[config.mk]
export PLATFORM = sky130hd
export DESIGN_NAME = arp_responder_with_cache
export DESIGN_NICKNAME = d
export VERILOG_FILES = /design/src/rtl/arprc_pkg.sv /design/src/rtl/arp_responder_with_cache.sv /design/src/rtl/arprc_tbl_cell.sv /design/src/rtl/arprc_pnd_cell.sv /design/src/rtl/arprc_ctrl.sv
export VERILOG_INCLUDE_DIRS = /design/src /design/src/rtl
export SDC_FILE = /design/constraint.sdc
export NUM_CORES = 2
export LEC_CHECK = 0
export BUFFER_PORTS_ARGS = -buffer_cell sky130_fd_sc_hd__buf_2
export CAP_MARGIN = 20
export CORE_MARGIN = 4
export CORE_UTILIZATION = 55
export CTS_BUF_LIST = sky130_fd_sc_hd__clkbuf_16
export DETAILED_ROUTE_END_ITERATION = 12
export PLACE_DENSITY_LB_ADDON = 0.15
export REMOVE_ABC_BUFFERS = 1
export SYNTH_ARGS = -nofsm -noshare
export SYNTH_HDL_FRONTEND = slang
export SYNTH_SLANG_ARGS = --single-unit
[constraint.sdc]
create_clock -name clk -period 10.9 [get_ports clk]
set_input_delay 0.545 -clock clk [delete_from_list [all_inputs] [get_ports clk]]
set_output_delay 0.545 -clock clk [all_outputs]
set_load 0.01 [all_outputs]
[src/rtl/arp_responder_with_cache_macros.svh]
// assertion macros for the arp responder rtl
// no dependencies; expects clk and rst in the including module
`ifndef ARP_RESPONDER_WITH_CACHE_MACROS_SVH
`define ARP_RESPONDER_WITH_CACHE_MACROS_SVH

// antecedent implies consequent in the same cycle
`define ARPRC_ASSERT_NOW(lbl, ante, cons, msg) \
  lbl: assert property (@(posedge clk) disable iff (rst) (ante) |-> (cons)) else $error(msg);

// antecedent implies consequent in the next cycle
`define ARPRC_ASSERT_NEXT(lbl, ante, cons, msg) \
  lbl: assert property (@(posedge clk) disable iff (rst) (ante) |=> (cons)) else $error(msg);

`endif

[src/rtl/arprc_pkg.sv]
// package for the arp responder with cache: depths, codes, probe and write structs
// no dependencies
package arprc_pkg;

  localparam int TABLE_DEPTH   = 32;
  localparam int PENDING_DEPTH = 16;
  localparam int IFACE_BITS    = 4;

  localparam int TBL_IDX_W = (TABLE_DEPTH > 1) ? $clog2(TABLE_DEPTH) : 1;
  localparam int TBL_CNT_W = $clog2(TABLE_DEPTH + 1);
  localparam int PND_IDX_W = (PENDING_DEPTH > 1) ? $clog2(PENDING_DEPTH) : 1;

  localparam int IP_W     = 32;
  localparam int MAC_W    = 48;
  localparam int OPER_W   = 16;
  localparam int IFACE_W  = 4;
  localparam int TIME_W   = 32;
  localparam int OUTOP_W  = 2;
  localparam int CFG_IDX_W = 1;
  localparam int CFG_DATA_W = 48;

  localparam int IN_DATA_W  = 168;
  localparam int OUT_DATA_W = 136;

  localparam logic [OPER_W-1:0]  OPER_CODE_REQUEST = 16'd1;
  localparam logic [OPER_W-1:0]  OPER_CODE_REPLY   = 16'd2;
  localparam logic [OUTOP_W-1:0] OUT_OP_REQUEST = 2'd1;
  localparam logic [OUTOP_W-1:0] OUT_OP_REPLY   = 2'd2;
  localparam logic               OPC_PACKET     = 1'b0;
  localparam logic               OPC_RESOLVE    = 1'b1;
  localparam logic [CFG_IDX_W-1:0] CFG_OWN_IP  = 1'b0;
  localparam logic [CFG_IDX_W-1:0] CFG_OWN_MAC = 1'b1;
  localparam logic [MAC_W-1:0]   BCAST_MAC = {MAC_W{1'b1}};
  localparam logic [IFACE_W-1:0] IFACE_MASK = IFACE_W'((2 ** IFACE_BITS) - 1);

  typedef enum logic [1:0] {
    ST_IDLE,
    ST_SCAN,
    ST_UPDATE,
    ST_EMIT
  } st_t;

  typedef struct packed {
    logic            active;
    logic [IP_W-1:0] ip;
    logic            found;
  } tbl_probe_t;

  typedef struct packed {
    logic                 en;
    logic [TBL_IDX_W-1:0] idx;
    logic [IP_W-1:0]      ip;
    logic [MAC_W-1:0]     mac;
  } tbl_wr_t;

  typedef struct packed {
    logic                 active;
    logic                 clear;
    logic [IP_W-1:0]      ip;
    logic                 match;
    logic                 free_found;
    logic [PND_IDX_W-1:0] free_idx;
  } pnd_probe_t;

  typedef struct packed {
    logic                  en;
    logic [PND_IDX_W-1:0]  idx;
    logic [IP_W-1:0]       ip;
    logic [IFACE_BITS-1:0] iface;
    logic [TIME_W-1:0]     ts;
  } pnd_wr_t;

endpackage

[src/rtl/arp_responder_with_cache.sv]
// ARP responder with learning cache. A request is taken only while the block is idle;
// a lookup probe then runs down a chain of TABLE_DEPTH table cells and, alongside, a
// chain of PENDING_DEPTH pending cells, one cell per cycle. The block returns to idle
// once both probes reach the tail of their chains and the table and pending updates
// are made; a request with a result (a reply to an ARP request, or an ARP request for a
// resolve with no pending match) is first loaded into the output register, waiting while
// that register still holds a previous result that has not been taken.
// s_tuser is the opcode (0 received packet, 1 resolve), m_tuser the ARP operation to
// send (1 request, 2 reply). Configuration writes (index 0 own_ip, 1 own_mac) are always
// ready and belong to idle periods.
// depends on arprc_pkg, arprc_ctrl, arprc_tbl_cell, arprc_pnd_cell
module arp_responder_with_cache (
  input  logic                             clk,
  input  logic                             rst,
  input  logic                             cfg_valid,
  output logic                             cfg_ready,
  input  logic [arprc_pkg::CFG_IDX_W-1:0]  cfg_index,
  input  logic [arprc_pkg::CFG_DATA_W-1:0] cfg_data,
  input  logic                             s_tvalid,
  output logic                             s_tready,
  // arp_oper[15:0], sender_ip[47:16], sender_mac[95:48], target_ip[127:96],
  // iface[131:128], timestamp[163:132], zero pad
  input  logic [arprc_pkg::IN_DATA_W-1:0]  s_tdata,
  // opcode
  input  logic                             s_tuser,
  output logic                             m_tvalid,
  input  logic                             m_tready,
  // out_target_ip[31:0], out_dest_mac[79:32], out_target_mac[127:80],
  // out_iface[131:128], zero pad
  output logic [arprc_pkg::OUT_DATA_W-1:0] m_tdata,
  // out_oper
  output logic [arprc_pkg::OUTOP_W-1:0]    m_tuser
);
  import arprc_pkg::*;

  tbl_probe_t tbl_probe [TABLE_DEPTH+1];
  pnd_probe_t pnd_probe [PENDING_DEPTH+1];
  tbl_wr_t    tbl_wr;
  pnd_wr_t    pnd_wr;
  logic [TBL_CNT_W-1:0] tbl_count;

  arprc_ctrl u_ctrl (
    .clk        (clk),
    .rst        (rst),
    .cfg_valid  (cfg_valid),
    .cfg_ready  (cfg_ready),
    .cfg_index  (cfg_index),
    .cfg_data   (cfg_data),
    .s_tvalid   (s_tvalid),
    .s_tready   (s_tready),
    .s_tdata    (s_tdata),
    .s_tuser    (s_tuser),
    .m_tvalid   (m_tvalid),
    .m_tready   (m_tready),
    .m_tdata    (m_tdata),
    .m_tuser    (m_tuser),
    .tbl_launch (tbl_probe[0]),
    .tbl_end    (tbl_probe[TABLE_DEPTH]),
    .tbl_wr     (tbl_wr),
    .tbl_count  (tbl_count),
    .pnd_launch (pnd_probe[0]),
    .pnd_end    (pnd_probe[PENDING_DEPTH]),
    .pnd_wr     (pnd_wr)
  );

  for (genvar i = 0; i < TABLE_DEPTH; i++) begin : g_tbl
    arprc_tbl_cell u_cell (
      .clk       (clk),
      .rst       (rst),
      .idx       (TBL_IDX_W'(i)),
      .count     (tbl_count),
      .probe_in  (tbl_probe[i]),
      .probe_out (tbl_probe[i+1]),
      .wr        (tbl_wr)
    );
  end

  for (genvar j = 0; j < PENDING_DEPTH; j++) begin : g_pnd
    arprc_pnd_cell u_cell (
      .clk       (clk),
      .rst       (rst),
      .idx       (PND_IDX_W'(j)),
      .probe_in  (pnd_probe[j]),
      .probe_out (pnd_probe[j+1]),
      .wr        (pnd_wr)
    );
  end

endmodule

[src/rtl/arprc_tbl_cell.sv]
// one learning table entry; passes the lookup probe to its neighbor each cycle
// depends on arprc_pkg
module arprc_tbl_cell (
  input  logic                           clk,
  input  logic                           rst,
  input  logic [arprc_pkg::TBL_IDX_W-1:0] idx,
  input  logic [arprc_pkg::TBL_CNT_W-1:0] count,
  input  arprc_pkg::tbl_probe_t          probe_in,
  output arprc_pkg::tbl_probe_t          probe_out,
  input  arprc_pkg::tbl_wr_t             wr
);
  import arprc_pkg::*;

  logic [IP_W-1:0]  ip;
  logic [MAC_W-1:0] mac;
  logic             in_use;
  logic             hit;

  assign in_use = TBL_CNT_W'(idx) < count;
  assign hit    = in_use && (ip == probe_in.ip);

  always_ff @(posedge clk) begin
    if (wr.en && (wr.idx == idx)) begin
      ip  <= wr.ip;
      mac <= wr.mac;
    end
  end

  always_ff @(posedge clk) begin
    if (rst) begin
      probe_out.active <= 1'b0;
    end else begin
      probe_out.active <= probe_in.active;
    end
    probe_out.ip    <= probe_in.ip;
    probe_out.found <= probe_in.found | hit;
  end

endmodule

[src/rtl/arprc_pnd_cell.sv]
// one pending resolve entry; passes the match and free-slot probe to its neighbor
// depends on arprc_pkg
module arprc_pnd_cell (
  input  logic                           clk,
  input  logic                           rst,
  input  logic [arprc_pkg::PND_IDX_W-1:0] idx,
  input  arprc_pkg::pnd_probe_t          probe_in,
  output arprc_pkg::pnd_probe_t          probe_out,
  input  arprc_pkg::pnd_wr_t             wr
);
  import arprc_pkg::*;

  logic                  valid;
  logic [IP_W-1:0]       ip;
  logic [IFACE_BITS-1:0] iface;
  logic [TIME_W-1:0]     ts;
  logic                  hit;
  logic                  wr_here;

  assign hit     = valid && (ip == probe_in.ip);
  assign wr_here = wr.en && (wr.idx == idx);

  always_ff @(posedge clk) begin
    if (rst) begin
      valid <= 1'b0;
    end else if (wr_here) begin
      valid <= 1'b1;
    end else if (probe_in.active && probe_in.clear && hit && !probe_in.match) begin
      valid <= 1'b0;
    end
  end

  always_ff @(posedge clk) begin
    if (wr_here) begin
      ip    <= wr.ip;
      iface <= wr.iface;
      ts    <= wr.ts;
    end
  end

  always_ff @(posedge clk) begin
    if (rst) begin
      probe_out.active <= 1'b0;
    end else begin
      probe_out.active <= probe_in.active;
    end
    probe_out.clear      <= probe_in.clear;
    probe_out.ip         <= probe_in.ip;
    probe_out.match      <= probe_in.match | hit;
    probe_out.free_found <= probe_in.free_found | !valid;
    probe_out.free_idx   <= probe_in.free_found ? probe_in.free_idx : idx;
  end

endmodule

[src/rtl/arprc_ctrl.sv]
// sequencer: config registers, request decode, probe launch, table and pending updates,
// output register; depends on arprc_pkg and arp_responder_with_cache_macros.svh
`include "arp_responder_with_cache_macros.svh"

module arprc_ctrl (
  input  logic                             clk,
  input  logic                             rst,
  input  logic                             cfg_valid,
  output logic                             cfg_ready,
  input  logic [arprc_pkg::CFG_IDX_W-1:0]  cfg_index,
  input  logic [arprc_pkg::CFG_DATA_W-1:0] cfg_data,
  input  logic                             s_tvalid,
  output logic                             s_tready,
  input  logic [arprc_pkg::IN_DATA_W-1:0]  s_tdata,
  input  logic                             s_tuser,
  output logic                             m_tvalid,
  input  logic                             m_tready,
  output logic [arprc_pkg::OUT_DATA_W-1:0] m_tdata,
  output logic [arprc_pkg::OUTOP_W-1:0]    m_tuser,
  output arprc_pkg::tbl_probe_t            tbl_launch,
  input  arprc_pkg::tbl_probe_t            tbl_end,
  output arprc_pkg::tbl_wr_t               tbl_wr,
  output logic [arprc_pkg::TBL_CNT_W-1:0]  tbl_count,
  output arprc_pkg::pnd_probe_t            pnd_launch,
  input  arprc_pkg::pnd_probe_t            pnd_end,
  output arprc_pkg::pnd_wr_t               pnd_wr
);
  import arprc_pkg::*;

  st_t state;
  st_t state_next;

  logic [IP_W-1:0]  own_ip;
  logic [MAC_W-1:0] own_mac;

  logic [OPER_W-1:0]  in_oper;
  logic [IP_W-1:0]    in_sip;
  logic [MAC_W-1:0]   in_smac;
  logic [IP_W-1:0]    in_tip;
  logic [IFACE_W-1:0] in_iface;
  logic [TIME_W-1:0]  in_ts;

  logic [IP_W-1:0]    sip;
  logic [MAC_W-1:0]   smac;
  logic [IP_W-1:0]    tip;
  logic [IFACE_W-1:0] ifc;
  logic [TIME_W-1:0]  ts;
  logic               is_req;
  logic               is_rep;
  logic               is_res;

  logic                 tdone;
  logic                 pdone;
  logic                 tfound;
  logic                 pmatch;
  logic                 pfree_found;
  logic [PND_IDX_W-1:0] pfree_idx;

  logic accept;
  logic load_out;
  logic learn;
  logic alloc;
  logic pkt_ok;

  assign in_oper  = s_tdata[15:0];
  assign in_sip   = s_tdata[47:16];
  assign in_smac  = s_tdata[95:48];
  assign in_tip   = s_tdata[127:96];
  assign in_iface = s_tdata[131:128] & IFACE_MASK;
  assign in_ts    = s_tdata[163:132];

  assign cfg_ready = 1'b1;
  assign pkt_ok    = (s_tuser == OPC_PACKET) && (in_tip == own_ip);

  always_ff @(posedge clk) begin
    if (rst) begin
      own_ip  <= '0;
      own_mac <= '0;
    end else if (cfg_valid && cfg_ready) begin
      unique case (cfg_index)
        CFG_OWN_IP:  own_ip  <= cfg_data[IP_W-1:0];
        CFG_OWN_MAC: own_mac <= cfg_data[MAC_W-1:0];
        default: ;
      endcase
    end
  end

  always_ff @(posedge clk) begin
    if (rst) begin
      state <= ST_IDLE;
    end else begin
      state <= state_next;
    end
  end

  always_comb begin
    state_next = state;
    s_tready   = 1'b0;
    load_out   = 1'b0;
    learn      = 1'b0;
    alloc      = 1'b0;
    unique case (state)
      ST_IDLE: begin
        s_tready = 1'b1;
        if (s_tvalid) begin
          state_next = ST_SCAN;
        end
      end
      ST_SCAN: begin
        if (tdone && pdone) begin
          state_next = ST_UPDATE;
        end
      end
      ST_UPDATE: begin
        learn = (is_req || is_rep) && !tfound && (tbl_count < TBL_CNT_W'(TABLE_DEPTH));
        alloc = is_res && !pmatch && pfree_found;
        if (is_req || (is_res && !pmatch)) begin
          state_next = ST_EMIT;
        end else begin
          state_next = ST_IDLE;
        end
      end
      ST_EMIT: begin
        if (!m_tvalid || m_tready) begin
          load_out   = 1'b1;
          state_next = ST_IDLE;
        end
      end
      default: state_next = ST_IDLE;
    endcase
  end

  assign accept = s_tvalid && s_tready;

  // latched request
  always_ff @(posedge clk) begin
    if (accept) begin
      sip  <= in_sip;
      smac <= in_smac;
      tip  <= in_tip;
      ifc  <= in_iface;
      ts   <= in_ts;
    end
  end

  always_ff @(posedge clk) begin
    if (rst) begin
      is_req <= 1'b0;
      is_rep <= 1'b0;
      is_res <= 1'b0;
    end else if (accept) begin
      is_req <= pkt_ok && (in_oper == OPER_CODE_REQUEST);
      is_rep <= pkt_ok && (in_oper == OPER_CODE_REPLY);
      is_res <= (s_tuser == OPC_RESOLVE);
    end
  end

  // probe launch into the head of both chains
  always_ff @(posedge clk) begin
    if (rst) begin
      tbl_launch.active <= 1'b0;
      pnd_launch.active <= 1'b0;
    end else begin
      tbl_launch.active <= accept;
      pnd_launch.active <= accept;
    end
    if (accept) begin
      tbl_launch.ip <= in_sip;
      pnd_launch.ip <= (s_tuser == OPC_RESOLVE) ? in_tip : in_sip;
      pnd_launch.clear <= pkt_ok && (in_oper == OPER_CODE_REPLY);
    end
    tbl_launch.found      <= 1'b0;
    pnd_launch.match      <= 1'b0;
    pnd_launch.free_found <= 1'b0;
    pnd_launch.free_idx   <= '0;
  end

  // chain tail capture
  always_ff @(posedge clk) begin
    if (rst) begin
      tdone <= 1'b0;
      pdone <= 1'b0;
    end else if (accept) begin
      tdone <= 1'b0;
      pdone <= 1'b0;
    end else begin
      if (tbl_end.active) begin
        tdone <= 1'b1;
      end
      if (pnd_end.active) begin
        pdone <= 1'b1;
      end
    end
  end

  always_ff @(posedge clk) begin
    if (tbl_end.active) begin
      tfound <= tbl_end.found;
    end
    if (pnd_end.active) begin
      pmatch      <= pnd_end.match;
      pfree_found <= pnd_end.free_found;
      pfree_idx   <= pnd_end.free_idx;
    end
  end

  always_ff @(posedge clk) begin
    if (rst) begin
      tbl_count <= '0;
    end else if (learn) begin
      tbl_count <= tbl_count + TBL_CNT_W'(1);
    end
  end

  always_comb begin
    tbl_wr.en  = learn;
    tbl_wr.idx = tbl_count[TBL_IDX_W-1:0];
    tbl_wr.ip  = sip;
    tbl_wr.mac = smac;
    pnd_wr.en    = alloc;
    pnd_wr.idx   = pfree_idx;
    pnd_wr.ip    = tip;
    pnd_wr.iface = IFACE_BITS'(ifc);
    pnd_wr.ts    = ts;
  end

  // output register
  always_ff @(posedge clk) begin
    if (rst) begin
      m_tvalid <= 1'b0;
    end else if (load_out) begin
      m_tvalid <= 1'b1;
    end else if (m_tready) begin
      m_tvalid <= 1'b0;
    end
  end

  always_ff @(posedge clk) begin
    if (load_out) begin
      if (is_req) begin
        m_tuser <= OUT_OP_REPLY;
        m_tdata <= {4'd0, {IFACE_W{1'b0}}, smac, smac, sip};
      end else begin
        m_tuser <= OUT_OP_REQUEST;
        m_tdata <= {4'd0, ifc, {MAC_W{1'b0}}, BCAST_MAC, tip};
      end
    end
  end

  `ARPRC_ASSERT_NOW(a_count_bound, 1'b1, tbl_count <= TBL_CNT_W'(TABLE_DEPTH), "count overflow")
  `ARPRC_ASSERT_NOW(a_learn_room, tbl_wr.en, tbl_count < TBL_CNT_W'(TABLE_DEPTH), "full table")
  `ARPRC_ASSERT_NOW(a_alloc_free, pnd_wr.en, pfree_found && !pmatch && is_res, "bad pending alloc")
  `ARPRC_ASSERT_NOW(a_tbl_tail, tbl_end.active, state == ST_SCAN, "table probe outside scan")
  `ARPRC_ASSERT_NOW(a_pnd_tail, pnd_end.active, state == ST_SCAN, "pending probe outside scan")
  `ARPRC_ASSERT_NEXT(a_accept_scan, accept, state == ST_SCAN, "accept did not start scan")

endmodule
==> flow_summary.yaml <==
outcome:
  status: "finished, final reports clean"
timing:
  slew_viol_final: 0
  tns_ps: 0
  layout_min_cycle_time_ps: 3032
  tightest_slew_ps: 1133
  fin_crit_sh_pct: 27.81
  fmax_ghz: 0.3298
  maxSlewHeadroom_pct: 24.46
  hold_viol: 0
  rsz0062_at_grt: "false"
  fin_worst_skew_ps: 26.36
  finalSetupViolCount: 0
power:
  p_leak_uw: 0.02030
  ir_drop_mv: 0.1648
  power_density_mw_per_mm2: 201.2
global_route:
  grt_pass1_wl_mm: 161.1
  first_global_vias: 24535
  grt_max_degree: 77
  grt.total_usage_pct: 24.84
  grt_remaining_overflow: 0
  antenna_found_initial: 20
clock_tree:
  root_buffer: "clkbuf_16"
  cts_tree: "done"
  clk_pin_slew_ps: 60
  cts_buffers: 141
  clock_latency_ps: 730
  cts.sinks: 1465
  ctsLongestPathBuffers: 3
  cts_max_level: 4
place:
  placed_cell_area_mm2: 0.04999
  dp_hpwl_mm: 76.23
  gp_congestion: 0.8556
  io_buffers: 306
floorplan:
  core_area_mm2: 0.08395
  dieArea_mm2: 0.08968
  placementRows: 106
  die_y_um: 299.5
  io_pins: 364
  start_util_pct: 55.65
  die_w_um: 299.5
logic_synthesis:
  seq_area_frac_synth_pct: 79.93
  syn_avg_cell_area_um2: 16.95
  synth_top_area_share_pct: 51.48
  synth_area_leaders: "edfxtp_1 (51%), dfxtp_1 (28%), xnor2_1 (6.5%)"
  ys.warnings.count: 0
  synthMuxAreaShare_pct: 1.564
  syn_area_mm2: 0.04672
  synth_top_family_by_area: "XOR/XNOR gates"
  synth_compound_area_share_pct: 1.079
  synth_fa_ha_area_share_pct: 0
  async_flop_share_pct: 0
  yosys.area_share.simple_pct: 6.936
  ys_types: 54
  synthTopCellsByCount: "edfxtp_1 (801), dfxtp_1 (664), xnor2_1 (349), xor2_1 (180), nand2b_1 (107)"
  synth_edf_count: 801
  yosys.area.top_type: "edfxtp_1"
  postSynthCellCount: 2756
  ys_ff_latch: 1465
  synthXorXnorAreaFrac_pct: 9.916
  synth.most_common_cell: "edfxtp_1"
  ys.flop_type: "edfxtp_1"
routing:
  first_pass_iters: 5
  wl_per_cell_um: 24.49
  drtAntennaViolNets: 0
  via_per_inst: 5.226
  routed_wl_mm: 111.6
  drc: 0
  first_iter_violations: 1973
  num_vias: 23811
setup_path:
  crit_fanout: 62
  crit_slowest_cell: "buf_4"
  crit_top_cell: "buf_4"
  required_ps: 11240
  worstSetupPathType: "register to register"
  path_cells: "nor2_1 > and2_4 > buf_4 > buf_4"
  start_kind: "register"
  endpoint_kind: "register"
  cp.arrival_ps: 3370
  cp_slowest_stage_delay_ps: 770
final_layout:
  design_area_mm2: 0.05541
  drive_above_1_share_pct: 17.03
  syn_to_final_growth_pct: 18.59
  nFillCells: 5758
  nets: 3517
hold_path:
  hold_class: "primary input to register"
job:
  max_cap_violations: 0
## report_power, final
| part | total (uW) | internal, uW | switching, uW |
|---|---|---|---|
| registers | 6120 | 5970 | 149 |
| clock network | 4720 | 2690 | 2020 |
| logic | 307 | 144 | 164 |
## path summary, 6_finish.rpt
check / start / endpoint / slack (ps) / depth (start not counted)
max: u_ctrl.state[0] / u_ctrl.smac[47] / 7870 / 4
min reg2reg: g_pnd[0].u_cell.probe_out[9] / g_pnd[1].u_cell.probe_out[9] / 340 / 0
max reg2reg: u_ctrl.state[0] / u_ctrl.smac[47] / 7870 / 4
min: s_tdata[120] / u_ctrl.tip[24] / 50 / 1
## flip-flops by register name (all words and copies together) (netlist names), 2 cells and up
register                flops
u_ctrl.m_tdata            132
u_ctrl.pfree_idx            4
g_pnd.u_cell.probe_out    583
u_ctrl.smac                48
u_ctrl.state                2
u_ctrl.sip                 32
u_ctrl.m_tuser              2
g_pnd.u_cell.ip           512
u_ctrl.pnd_launch          33
g_pnd.u_cell.valid         16
u_ctrl.own_ip              32
u_ctrl.tip                 32
u_ctrl.ifc                  4
g_tbl.u_cell.probe_out     25
## stage by stage
step | worst slack, ps | hold WS, ps | util (%) | cells | power, uW
final | 7868 | 50.90 | 66.00 | 4556 | 11150
after global placement | 7904 | 342.4 | 59.40 | 4197 | 6509
after global routing | 7704 | 22.39 | 66.00 | 4555 | 11500
after detailed placement | 7825 | 345.8 | 59.55 | 4202 | 6523
after CTS | 7913 | 0.3708 | 65.94 | 4545 | 11230
after floorplan | 3673 | 330.6 | - | 2717 | 6314
## what timing repair did
action / in CTS / in global routing
resized for setup: 0 / 0
hold endpoints to repair: 82 / 0
hold buffers: 82 / 0
buffers inserted: 0 / 0
setup endpoints to repair: 0 / 0
## logic make-up after synthesis
family	count (synthesis)
buffers and inverters	64
other	2
XOR/XNOR	529
AND/OR/NAND/NOR	559
multiplexers	65
flip-flops	1465
AO/OA/AOI/OAI	72
## cell type report
class / count / area [um^2] / area share, %
antenna: 10 / 25.02 / 0.04516
multi-input combinational: 1230 / 9185 / 16.58
tap: 1134 / 1419 / 2.561
clock buffer: 147 / 3679 / 6.639
sequential: 1465 / 37350 / 67.41
timing repair buffer: 434 / 2805 / 5.063
inverter: 22 / 82.58 / 0.1490
clock inverter: 114 / 863.3 / 1.558
## worst max-delay path: cells and delay by family, from the launching register on
kind                   cells  cell delay (ps)
buffers and inverters      2             1510
and+or+nand+nor            2              630
DFF                        1              380
## cell usage in the layout, fill, tap and decap left out, drive strengths merged, types with 2 or more instances in the layout
cell type    Yosys  layout
edfxtp         801     801
dfxtp          664     664
buf              9     352
xnor2          349     349
xor2           180     180
clkbuf          33     147
nand2b         107     107
nand2          100     100
nand4           88      88
dlygate4sd3      0      82
and2            66      66
clkinv           0      65
mux2            64      64
inv             22      60
nor4            59      59
nor2b           42      42
a21oi           39      39
nor3            23      23
nor2            23      23
nand3           17      17
o221a           11      11
diode            0      10
bufinv           0      10
or3              9       9
nand4b           6       6
conb             2       5
or2              5       5
and4             4       4
o221ai           3       3
a211oi           3       3
or4              3       3
nor4bb           2       2
a222oi           2       2
o2111ai          2       2
o21ai            2       2
o21a             2       2
## metal layers
metal,track usage [%],wire length [um],up-vias
li1,-,-,10854
met2,42.66,56530,855
met3,4.679,7437,202
met4,8.891,3562,4
met5,0,26,-
met1,31.77,44030,11896
No activity file was read; power rests on OpenSTA's default activity.
